**src/rtl/stt_ram.sv**
```systemverilog
module stt_ram #(
    parameter int WIDTH = 8,
    parameter int DEPTH = 16
) (
    input  logic                     clk,
    input  logic                     we,
    input  logic [$clog2(DEPTH)-1:0] waddr,
    input  logic [WIDTH-1:0]         wdata,
    input  logic [$clog2(DEPTH)-1:0] raddr,
    output logic [WIDTH-1:0]         rdata
);

    logic [WIDTH-1:0] mem [DEPTH];

    always_ff @(posedge clk)
    begin
        if (we)
        begin
            mem[waddr] <= wdata;
        end
        rdata <= mem[raddr];
    end

endmodule

```
**config.mk**
```make
export PLATFORM = sky130hd
export DESIGN_NAME = stt_ram
export DESIGN_NICKNAME = d
export VERILOG_FILES = /design/src/rtl/stt_ram.sv
export SDC_FILE = /design/constraint.sdc
export NUM_CORES = 1
export LEC_CHECK = 0
export ABC_AREA = 1
export CAP_MARGIN = 25
export CORE_MARGIN = 10
export CORE_UTILIZATION = 35
export CTS_CLUSTER_DIAMETER = 100
export DETAILED_ROUTE_END_ITERATION = 12
export DONT_BUFFER_PORTS = 1
export GPL_ROUTABILITY_DRIVEN = 0
export GPL_TIMING_DRIVEN = 0
export PLACE_DENSITY_LB_ADDON = 0.25
export RECOVER_POWER = 25
export SLEW_MARGIN = 10
export SYNTH_ARGS = -nofsm -noshare
export SYNTH_HDL_FRONTEND = slang
export SYNTH_SLANG_ARGS = --single-unit
```
**constraint.sdc**
```tcl
create_clock -name clk -period 1.1 [get_ports clk]
set_input_delay 0.11 -clock clk [delete_from_list [all_inputs] [get_ports clk]]
set_output_delay 0.11 -clock clk [all_outputs]
set_load 0.02 [all_outputs]
```
==> reports/qor.txt, run 1 <==
Max clock buf depth: 2
Commonest cells post-synth: nand2_1, edfxtp_1, inv_1
Total global-route track usage: 13.6%
Remaining antenna violation count: 0
Failing checks: setup timing
Final HPWL DP: 9670 um
Leading area contributor after synthesis: edfxtp_1
Max cap viols: 0
Crit Path Max Fanout: 8
Slew @ Worst Pin: 1010 ps
Nets: 596
Area growth, synth to finish: 16.6%
Largest family of logic cells by synthesized area: simple AND/OR/NAND/NOR gates
Die span in y: 148 um
Num CTS Buffers: 17
Syn Inst Count: 551
Tcrit/Tclk final: 103%
DR iter-0 viols: 378
Die area: 0.0220 sq mm
Synth Cell Area: 0.00577 sq mm
Synth Area in Adders: 0%
Final std cells w/o fill: 807
Crit Path Class: in -> reg
PwrDens: 1870 mW/mm^2
Vias in the first global route: 3717
Ys Warns: 0
H-tree levels: 4
Routed WL per cell: 18.0 um
Synth top area share: 66.7%
WP data required: 1150 ps
CTS tree: built
Multi-input logic area: 0.00122 sq mm
Drt drc: 0
P_leak: 2.85 nW
CP delay by family, top: simple AND/OR/NAND/NOR gates
PortBufs: 0
Max_slew headroom: 32.4%
Initial Util: 36.0%
CTS Root Cell: clkbuf_16
First-pass GRT wire length: 22200 um
# rows: 46
Simple logic cell fraction of the synthesized area: 21.0%
Register area: 0.00400 sq mm
Post-synthesis mux area share: 0%
Total chip power: 12.6 mW
Worst Path Buf+Inv: 0
Via count: 3757
Max-slew violation count: 0
RSZ-0062 raised after global routing: true
Period minus WS final: 1130 ps
Total grt overflow: 0
CTS Sinks: 136
Io pins: 26
Number of fill cells: 1610
Status: complete, but fails checks
Util after Layout: 42.0%
Most frequent cell after synthesis: nand2_1
Share of cells above drive strength 1: 10.2%
Via-to-Cell Ratio: 4.66
Yosys reg bits: 136
Worst Setup End Kind: flip-flop
Critical path data arrival time: 1180 ps
Syn Area/Cell: 10.5 sq um
Worst Hold Class: in -> reg
Post-place setup slack: -486 ps
Slowest stage delay, CP: 770 ps
Clk slew on worst S/H paths: 60 ps
Die W: 148 um
Antenna cells: 0
Startpoint types: primary input
Slowest CP cell: nor2_1
Initial antenna violation count: 1
Register area share after synthesis: 69.4%
Top cells by area in the synthesized netlist: edfxtp_1, nand2_1, nand3_1
CP Cell Sequence: nand3b_1 -> nor2_1
Worst setup margin: -31.5 ps
Main flop type after synthesis: edfxtp_1
Max IR drop VDD: 1.10 mV
Post-synth EDFFs: 128
Drt pass-1 iters: 5
Post-Synth XOR/XNOR Area: 0%
Worst-skew pair later-pin latency: 430 ps
Synth unique cells: 12
Placed Cells: 767
Core Box Area: 0.0160 sq mm
Syn_nets: 569
Compound-gate portion of the synthesized area: 0%
Post-synth ARST share: 0%
Final Hold Vio Count: 0
Final wirelength: 14500 um
Final setup viols: 8
Pin count of the biggest net entering global routing: 17
Fmax: 0.884 GHz
Worst Skew: 8.40 ps
-- area by class of cell --
cell class                      instances  area share (%)
Multi-Input combinational cell        289            18.2
Inverter                              102            5.69
Tap cell                              216            4.02
Timing Repair Buffer                    8           0.819
Buffer                                 24            2.47
Clock buffer                           17            6.33
Clock inverter                         15            2.98
Sequential cell                       136            59.5
-- metrics by stage --
stage	area [sq um]	hold WS [ps]	TNS, ps
3_3_place_gp	6040	211	-32710
6_report	6730	121	-197
2_1_floorplan	5770	209	0
5_1_grt	6730	149	-339
3_5_place_dp	6040	211	-37070
4_1_cts	6750	108	-137
-- cell usage in the layout (no fill, tap or decap), types with 6 or more instances in the layout --
master	instances
buf_6	6
edfxtp_1	128
nand3_1	97
clkbuf_16	17
nand2_1	172
buf_2	13
nor2_1	15
inv_1	100
dfxtp_1	8
-- tightest hold or removal path: stages --
cell     delay (ps)
buf_1           190
nand3_1         130
nand2_1          60
-- final timing paths --
check                                     startpoint                  end  slack (ps)  cells past startpoint
worst max-delay path                        waddr[3]  mem[4][2]$_DFFE_PP_         -30                      2
worst min-delay path                        raddr[3]     rdata[4]$_DFF_P_         120                      3
worst max register to register   mem[9][2]$_DFFE_PP_     rdata[2]$_DFF_P_          80                      6
worst min register to register  mem[12][5]$_DFFE_PP_     rdata[5]$_DFF_P_         700                      6
-- what timing repair did --
action / in CTS / in global routing
hold endpoints to repair: 128 / 0
hold buffers: 8 / 0
endpoints found under the setup margin: 8 / 70
pin swaps: 0 / 0
buffers inserted: 0 / 0
gates resized for setup: 1 / 6
-- flip-flops by register name, summed over array words and instances (netlist names) --
name   flops
mem      128
rdata      8
-- logic make-up after synthesis --
kind of cell / count (synthesis)
simple gates: 289
flops: 136
buf+inv: 126
-- report_power, final --
| part | internal, mW | switching (mW) |
|---|---|---|
| logic | 0.196 | 0.513 |
| registers | 5.80 | 0.0782 |
| clock network | 3.80 | 2.20 |
| total | 9.79 | 2.79 |
-- per-layer routing --
| layer | global-route usage [%] | routed length (um) |
|---|---|---|
| met4 | 6.54 | 436 |
| met5 | 0 | 0 |
| met2 | 20.8 | 6610 |
| met1 | 17.7 | 6480 |
| met3 | 3.67 | 990 |
(Power assumes the default switching activity.)
==> inputs of run 2 (changes only) <==
Settings changed: ABC_AREA 1 to unset, CORE_ASPECT_RATIO set to 1.75, CTS_CLUSTER_SIZE set to 30.
==> run 2 against run 1 <==
Compared with the run above: the flow finishes with violations (hold timing, setup timing); cell count shrank 44%; synthesized cell count shrank 58%; highest routed layer unchanged; sequential power is essentially flat; sequential share of layout area grew 5.2 points; final area shrank 8.1%; clock skew shrank 0.67 ps; core utilization grew 0.78 points; sequential cell count is the same; largest power group unchanged.
==> reports/qor.txt, run 2 <==
Status: complete, but fails checks
Failing checks: hold timing, setup timing
PwrDens: 2050 mW/mm^2 (+9.6%)
Crit Path Max Fanout: 1 (-7)
Syn_nets: 247 (-57%)
Die span in y: 180 um (+22%)
Hold-fix buffers, CTS: 8 (unchanged)
Synth Cell Area: 0.00515 sq mm (-11%)
First-pass GRT wire length: 15900 um (-29%)
P_leak: 1.97 nW (-31%)
Worst Hold Class: in -> reg
Initial Util: 35.6% (-0.40 points)
Clock share of power: 49.4% (+1.7 points)
Slew @ Worst Pin: 914 ps (-100 ps)
Routed WL per cell: 23.2 um (+29%)
Worst-skew pair later-pin latency: 410 ps (-20 ps)
WP data required: 1400 ps (+250 ps)
Startpoint types: flip-flop
Pin count of the biggest net entering global routing: 17 (unchanged)
Post-synth ARST share: 0% (unchanged)
Register area: 0.00400 sq mm (unchanged)
Area growth, synth to finish: 20.1%
Syn Area/Cell: 22.5 sq um (+110%)
Number of fill cells: 1238 (-23%)
Post-synth EDFFs: 128 (unchanged)
Max IR drop VDD: 0.882 mV (-19%)
Total grt overflow: 0 (unchanged)
Crit Path Class: reg -> reg
Core Box Area: 0.0144 sq mm (-9.7%)
Multi-input logic area: 0.00109 sq mm (-11%)
Synth top area share: 74.7% (+8.0 points)
Most frequent cell after synthesis: edfxtp_1
Io pins: 26 (unchanged)
Max-slew violation count: 0 (unchanged)
Worst setup margin: -220 ps (-188 ps)
Slowest CP cell: mux4_2
CTS tree: built
Leading area contributor after synthesis: edfxtp_1
Tcrit/Tclk final: 120% (+17 points)
Top reg by flops: mem
Worst Skew: 7.73 ps (-0.667 ps)
Sequential share of power: 46.3% (-0.4 points)
Drt pass-1 iters: 4 (-1)
Post-place setup slack: -405 ps (+80.7 ps)
H-tree levels: 4 (unchanged)
Final setup viols: 8 (unchanged)
Remaining antenna violation count: 0 (unchanged)
Worst Path Buf+Inv: 0 (unchanged)
Util after Layout: 42.8% (+0.78 points)
Period minus WS final: 1320 ps (+188 ps)
CTS Root Cell: clkbuf_16
Biggest regs: mem: 128 flops, rdata: 8 flops
Most frequent cells in the layout: edfxtp_1, mux4_2, clkbuf_16
Post-CTS Setup Bufs: 0 (unchanged)
Top cells by area in the synthesized netlist: edfxtp_1, mux4_2, mux4_1
Nets: 274 (-54%)
TNS Setup: -1430 ps (-1230 ps)
Switch Pwr: 2.42 mW (-13%)
Max cap viols: 0 (unchanged)
Yosys reg bits: 136 (unchanged)
Switching Share: 19.1% (-3.1 points)
Synth unique cells: 19 (+7)
Commonest cells post-synth: edfxtp_1, mux4_2, a22oi_1
Final Hold Vio Count: 32 (+32)
Clk slew on worst S/H paths: 60 ps (about the same)
CP Cell Sequence: mux4_2 -> a22oi_2 -> nand2_1
Max clock buf depth: 2 (unchanged)
DR iter-0 viols: 128 (-66%)
Internal power: 10.3 mW (+4.8%)
Logic pwr share: 4.3% (-1.3 points)
Die W: 112 um (-25%)
Placed Cells: 409 (-47%)
Share of cells above drive strength 1: 33.1% (+23 points)
Commonest non-fill, non-tap cell in the layout: edfxtp_1
CP delay by family, top: multiplexers
Via count: 2295 (-39%)
Hold slack final: -66.9 ps (-188 ps)
Critical path data arrival time: 1620 ps (+440 ps)
Fmax: 0.758 GHz (-14%)
Worst Setup End Kind: flip-flop
# rows: 58 (+26%)
Final HPWL DP: 7000 um (-28%)
Max_slew headroom: 38.8% (+6.4 points)
Antenna cells: 0 (unchanged)
Register area share after synthesis: 77.8% (+8.4 points)
CTS Sinks: 136 (unchanged)
Initial antenna violation count: 0 (-1)
Die area: 0.0201 sq mm (-8.5%)
Final std cells w/o fill: 449 (-44%)
Main flop type after synthesis: edfxtp_1
Vias in the first global route: 2564 (-31%)
Total global-route track usage: 10.7% (-2.9 points)
Slowest stage delay, CP: 520 ps (-250 ps)
Ys Warns: 0 (unchanged)
Final wirelength: 10400 um (-28%)
Via-to-Cell Ratio: 5.11 (+9.8%)
Drt drc: 0 (unchanged)
Num CTS Buffers: 17 (unchanged)
Syn Inst Count: 229 (-58%)
PortBufs: 0 (unchanged)
Max reg flops: 128 (unchanged)
RSZ-0062 raised after global routing: true
[run 2: cell count changes in the layout (fill, tap and decap cells not counted), moves of 4 or more]
cell           delta
nand2_1         -163
buf_6             -6
nor2_1            -5
a22oi_1           +6
mux4_2           +32
buf_2            -10
inv_1           -100
a22oi_2          +10
nand3_1          -96
buf_4             -4
dlygate4sd3_1     +4
[run 2: kinds of logic (layout without fill, tap and decap cells)]
family	after synthesis	after routing	synth area share [%]
flops	136	136	77.8
compound gates	16	16	2.33
buf+inv	10	50	1.68
mux	32	32	15.0
simple gates	35	35	3.18
[run 2: routing by layer]
layer | up-vias | part of all wire (%) | global-route usage, %
met2 | 42 | 55 | 18.5
met4 | 0 | 1.5 | 4.03
met3 | 14 | 5.2 | 3.80
met1 | 1226 | 38 | 11.7
li1 | 1013 | - | -
met5 | - | 0 | 0
[run 2: power groups by stage]
stage / clock network [mW] / logic (mW) / registers (mW)
6_report: 6.26 / 0.545 / 5.88
5_1_grt: 6.62 / 0.589 / 5.89
3_5_place_dp: 0 / 0.444 / 5.99
2_1_floorplan: 0 / 0.331 / 5.97
4_1_cts: 6.35 / 0.559 / 5.88
3_3_place_gp: 0 / 0.442 / 5.98
[run 2: per-stage QoR]
| step | power (mW) | cell area, sq um |
|---|---|---|
| after floorplan | 6.30 | 5180 |
| after global placement | 6.42 | 5410 |
| after detailed placement | 6.43 | 5410 |
| after CTS | 12.8 | 6180 |
| after global routing | 13.1 | 6180 |
| final | 12.7 | 6180 |
[run 2: worst paths after layout]
check | from | endpoint | slack (ps) | cells past startpoint
worst max register to register | mem[7][0]$_DFFE_PP_ | rdata[0]$_DFF_P_ | -220 | 3
worst max-delay path | mem[7][0]$_DFFE_PP_ | rdata[0]$_DFF_P_ | -220 | 3
worst min register to register | mem[11][1]$_DFFE_PP_ | rdata[1]$_DFF_P_ | 700 | 3
worst min-delay path | waddr[1] | mem[0][1]$_DFFE_PP_ | -70 | 1
[run 2: timing repair]
action	4_1_cts	5_1_grt
endpoints found under the setup margin	8	8
pin swaps	4	5
hold endpoints to repair	160	32
resized for setup	7	3
[run 2: area by class of cell]
| cell class | instances | share of cell area [%] |
|---|---|---|
| clock inverter | 10 | 3.08 |
| buffer | 10 | 1.94 |
| timing repair buffer | 8 | 1.30 |
| sequential | 136 | 64.8 |
| multi-input combinational | 83 | 17.6 |
| clock buffer | 22 | 7.67 |
| tap | 180 | 3.64 |
==> inputs of run 3 (changes only) <==
Settings changed: CORE_UTILIZATION 35 to 50.
==> run 3 against run 2 <==
Compared with the run above: the run still ends with hold timing, setup timing left; sequential share of layout area up 1.2 points; clock power shrank 3.7%; via count decreased by 0.13%; die area shrank 26%.
==> reports/qor.txt, run 3 (same netlist as run 2, synthesis figures left out) <==
# rows: 49 (-16%)
Hold-fix buffers, CTS: 8 (unchanged)
Worst setup margin: -224 ps (-3.66 ps)
First-pass GRT wire length: 15600 um (-2.2%)
P_leak: 1.95 nW (-0.83%)
Pin count of the biggest net entering global routing: 17 (unchanged)
Post-CTS Setup Bufs: 0 (unchanged)
Crit Path Class: reg -> reg
Design Area, Final: 0.00607 sq mm (-1.8%)
Top reg by flops: mem
Biggest regs: mem: 128 flops, rdata: 8 flops
Final setup viols: 8 (unchanged)
Area growth, synth to finish: 18.0%
Total chip power: 12.4 mW (-1.9%)
H-tree levels: 4 (unchanged)
Total global-route track usage: 14.2% (+3.4 points)
Max IR drop VDD: 1.38 mV (+56%)
Hold slack final: -66.0 ps (+0.913 ps)
Worst Path Buf+Inv: 0 (unchanged)
Tcrit/Tclk final: 120% (+0.33 points)
Final HPWL DP: 6440 um (-8.0%)
Final std cells w/o fill: 397 (-12%)
Worst-skew pair later-pin latency: 420 ps (about the same)
CTS Sinks: 136 (unchanged)
Worst Setup End Kind: flip-flop
Util after Layout: 59.7% (+17 points)
PortBufs: 0 (unchanged)
PwrDens: 2050 mW/mm^2 (-0.14%)
Core Box Area: 0.0102 sq mm (-30%)
Max reg flops: 128 (unchanged)
TNS Setup: -1400 ps (+30.3 ps)
Share of cells above drive strength 1: 32.3% (-0.74 points)
CP Cell Sequence: mux4_2 -> a22oi_2 -> nand2_1
Io pins: 26 (unchanged)
Post-place setup slack: -444 ps (-38.9 ps)
Max-slew violation count: 0 (unchanged)
Initial Util: 50.6% (+15 points)
Failing checks: hold timing, setup timing
WP data required: 1400 ps (about the same)
Final Hold Vio Count: 32 (unchanged)
Fmax: 0.756 GHz (-0.28%)
Worst Hold Class: in -> reg
Slew @ Worst Pin: 788 ps (-126 ps)
Commonest non-fill, non-tap cell in the layout: edfxtp_1
Placed Cells: 356 (-13%)
CTS Root Cell: clkbuf_16
Status: complete, but fails checks
Die area: 0.0149 sq mm (-26%)
Number of fill cells: 767 (-38%)
Max cap viols: 0 (unchanged)
Period minus WS final: 1320 ps (+3.66 ps)
DR iter-0 viols: 160 (+25%)
Nets: 274 (unchanged)
Die W: 96.7 um (-13%)
Drt drc: 0 (unchanged)
Num CTS Buffers: 17 (unchanged)
CP delay by family, top: multiplexers
Final wirelength: 9940 um (-4.6%)
Most frequent cells in the layout: edfxtp_1, mux4_2, clkbuf_16
Remaining antenna violation count: 0 (unchanged)
Slowest CP cell: mux4_2
Max clock buf depth: 2 (unchanged)
Via count: 2292 (-0.13%)
Slowest stage delay, CP: 500 ps (-20 ps)
Drt pass-1 iters: 4 (unchanged)
RSZ-0062 raised after global routing: true
Worst Skew: 9.97 ps (+2.24 ps)
Max_slew headroom: 47.3% (+8.4 points)
Die span in y: 154 um (-15%)
Routed WL per cell: 25.0 um (+7.9%)
Crit Path Max Fanout: 1 (unchanged)
Via-to-Cell Ratio: 5.77 (+13%)
Vias in the first global route: 2508 (-2.2%)
Critical path data arrival time: 1620 ps (about the same)
CTS tree: built
Clk slew on worst S/H paths: 60 ps (about the same)
Startpoint types: flip-flop
Dpl cell area: 0.00534 sq mm (-1.2%)
Total grt overflow: 0 (unchanged)
Initial antenna violation count: 1 (+1)
run 3: timing repair:
action / CTS / global route
setup endpoints to repair: 8 / 8
pin swaps: 2 / 3
gates resized for setup: 4 / 3
hold endpoints to repair: 160 / 32
run 3: metal layers:
metal	share of wire (%)	global-route usage [%]	wire length (um)
met4	2.2	7.13	220
met1	39	16.5	3900
met2	53	23.0	5310
met5	0	0	0
met3	5.2	4.59	515
run 3: worst reg2reg max path, stage by stage (launching register included):
cell and delay, ps:
edfxtp_1 360, mux4_2 500, a22oi_2 260, nand2_1 100
run 3: final timing paths:
| check | start | to | slack, ps | cells after the start |
|---|---|---|---|---|
| max | mem[7][0]$_DFFE_PP_ | rdata[0]$_DFF_P_ | -220 | 3 |
| min | waddr[1] | mem[0][0]$_DFFE_PP_ | -70 | 1 |
| max reg2reg | mem[7][0]$_DFFE_PP_ | rdata[0]$_DFF_P_ | -220 | 3 |
| min reg2reg | mem[12][0]$_DFFE_PP_ | rdata[0]$_DFF_P_ | 680 | 3 |
run 3: report_power, final:
part / total (mW) / internal, mW / leakage [nW] / switching, mW
Sequential: 5.88 / 5.80 / 1.22 / 0.0777
Clock: 6.03 / 3.98 / 0.310 / 2.05
Combinational: 0.531 / 0.236 / 0.417 / 0.296
run 3: layout make-up:
cell class | instances | area [sq um] | area share (%)
Antenna cell | 1 | 2.50 | 0.0412
Sequential cell | 136 | 4000 | 65.9
Timing Repair Buffer | 8 | 80.1 | 1.32
Multi-Input combinational cell | 83 | 1070 | 17.7
Tap cell | 127 | 159 | 2.62
Clock buffer | 17 | 425 | 7.01
Clock inverter | 15 | 208 | 3.42
Buffer | 10 | 120 | 1.98
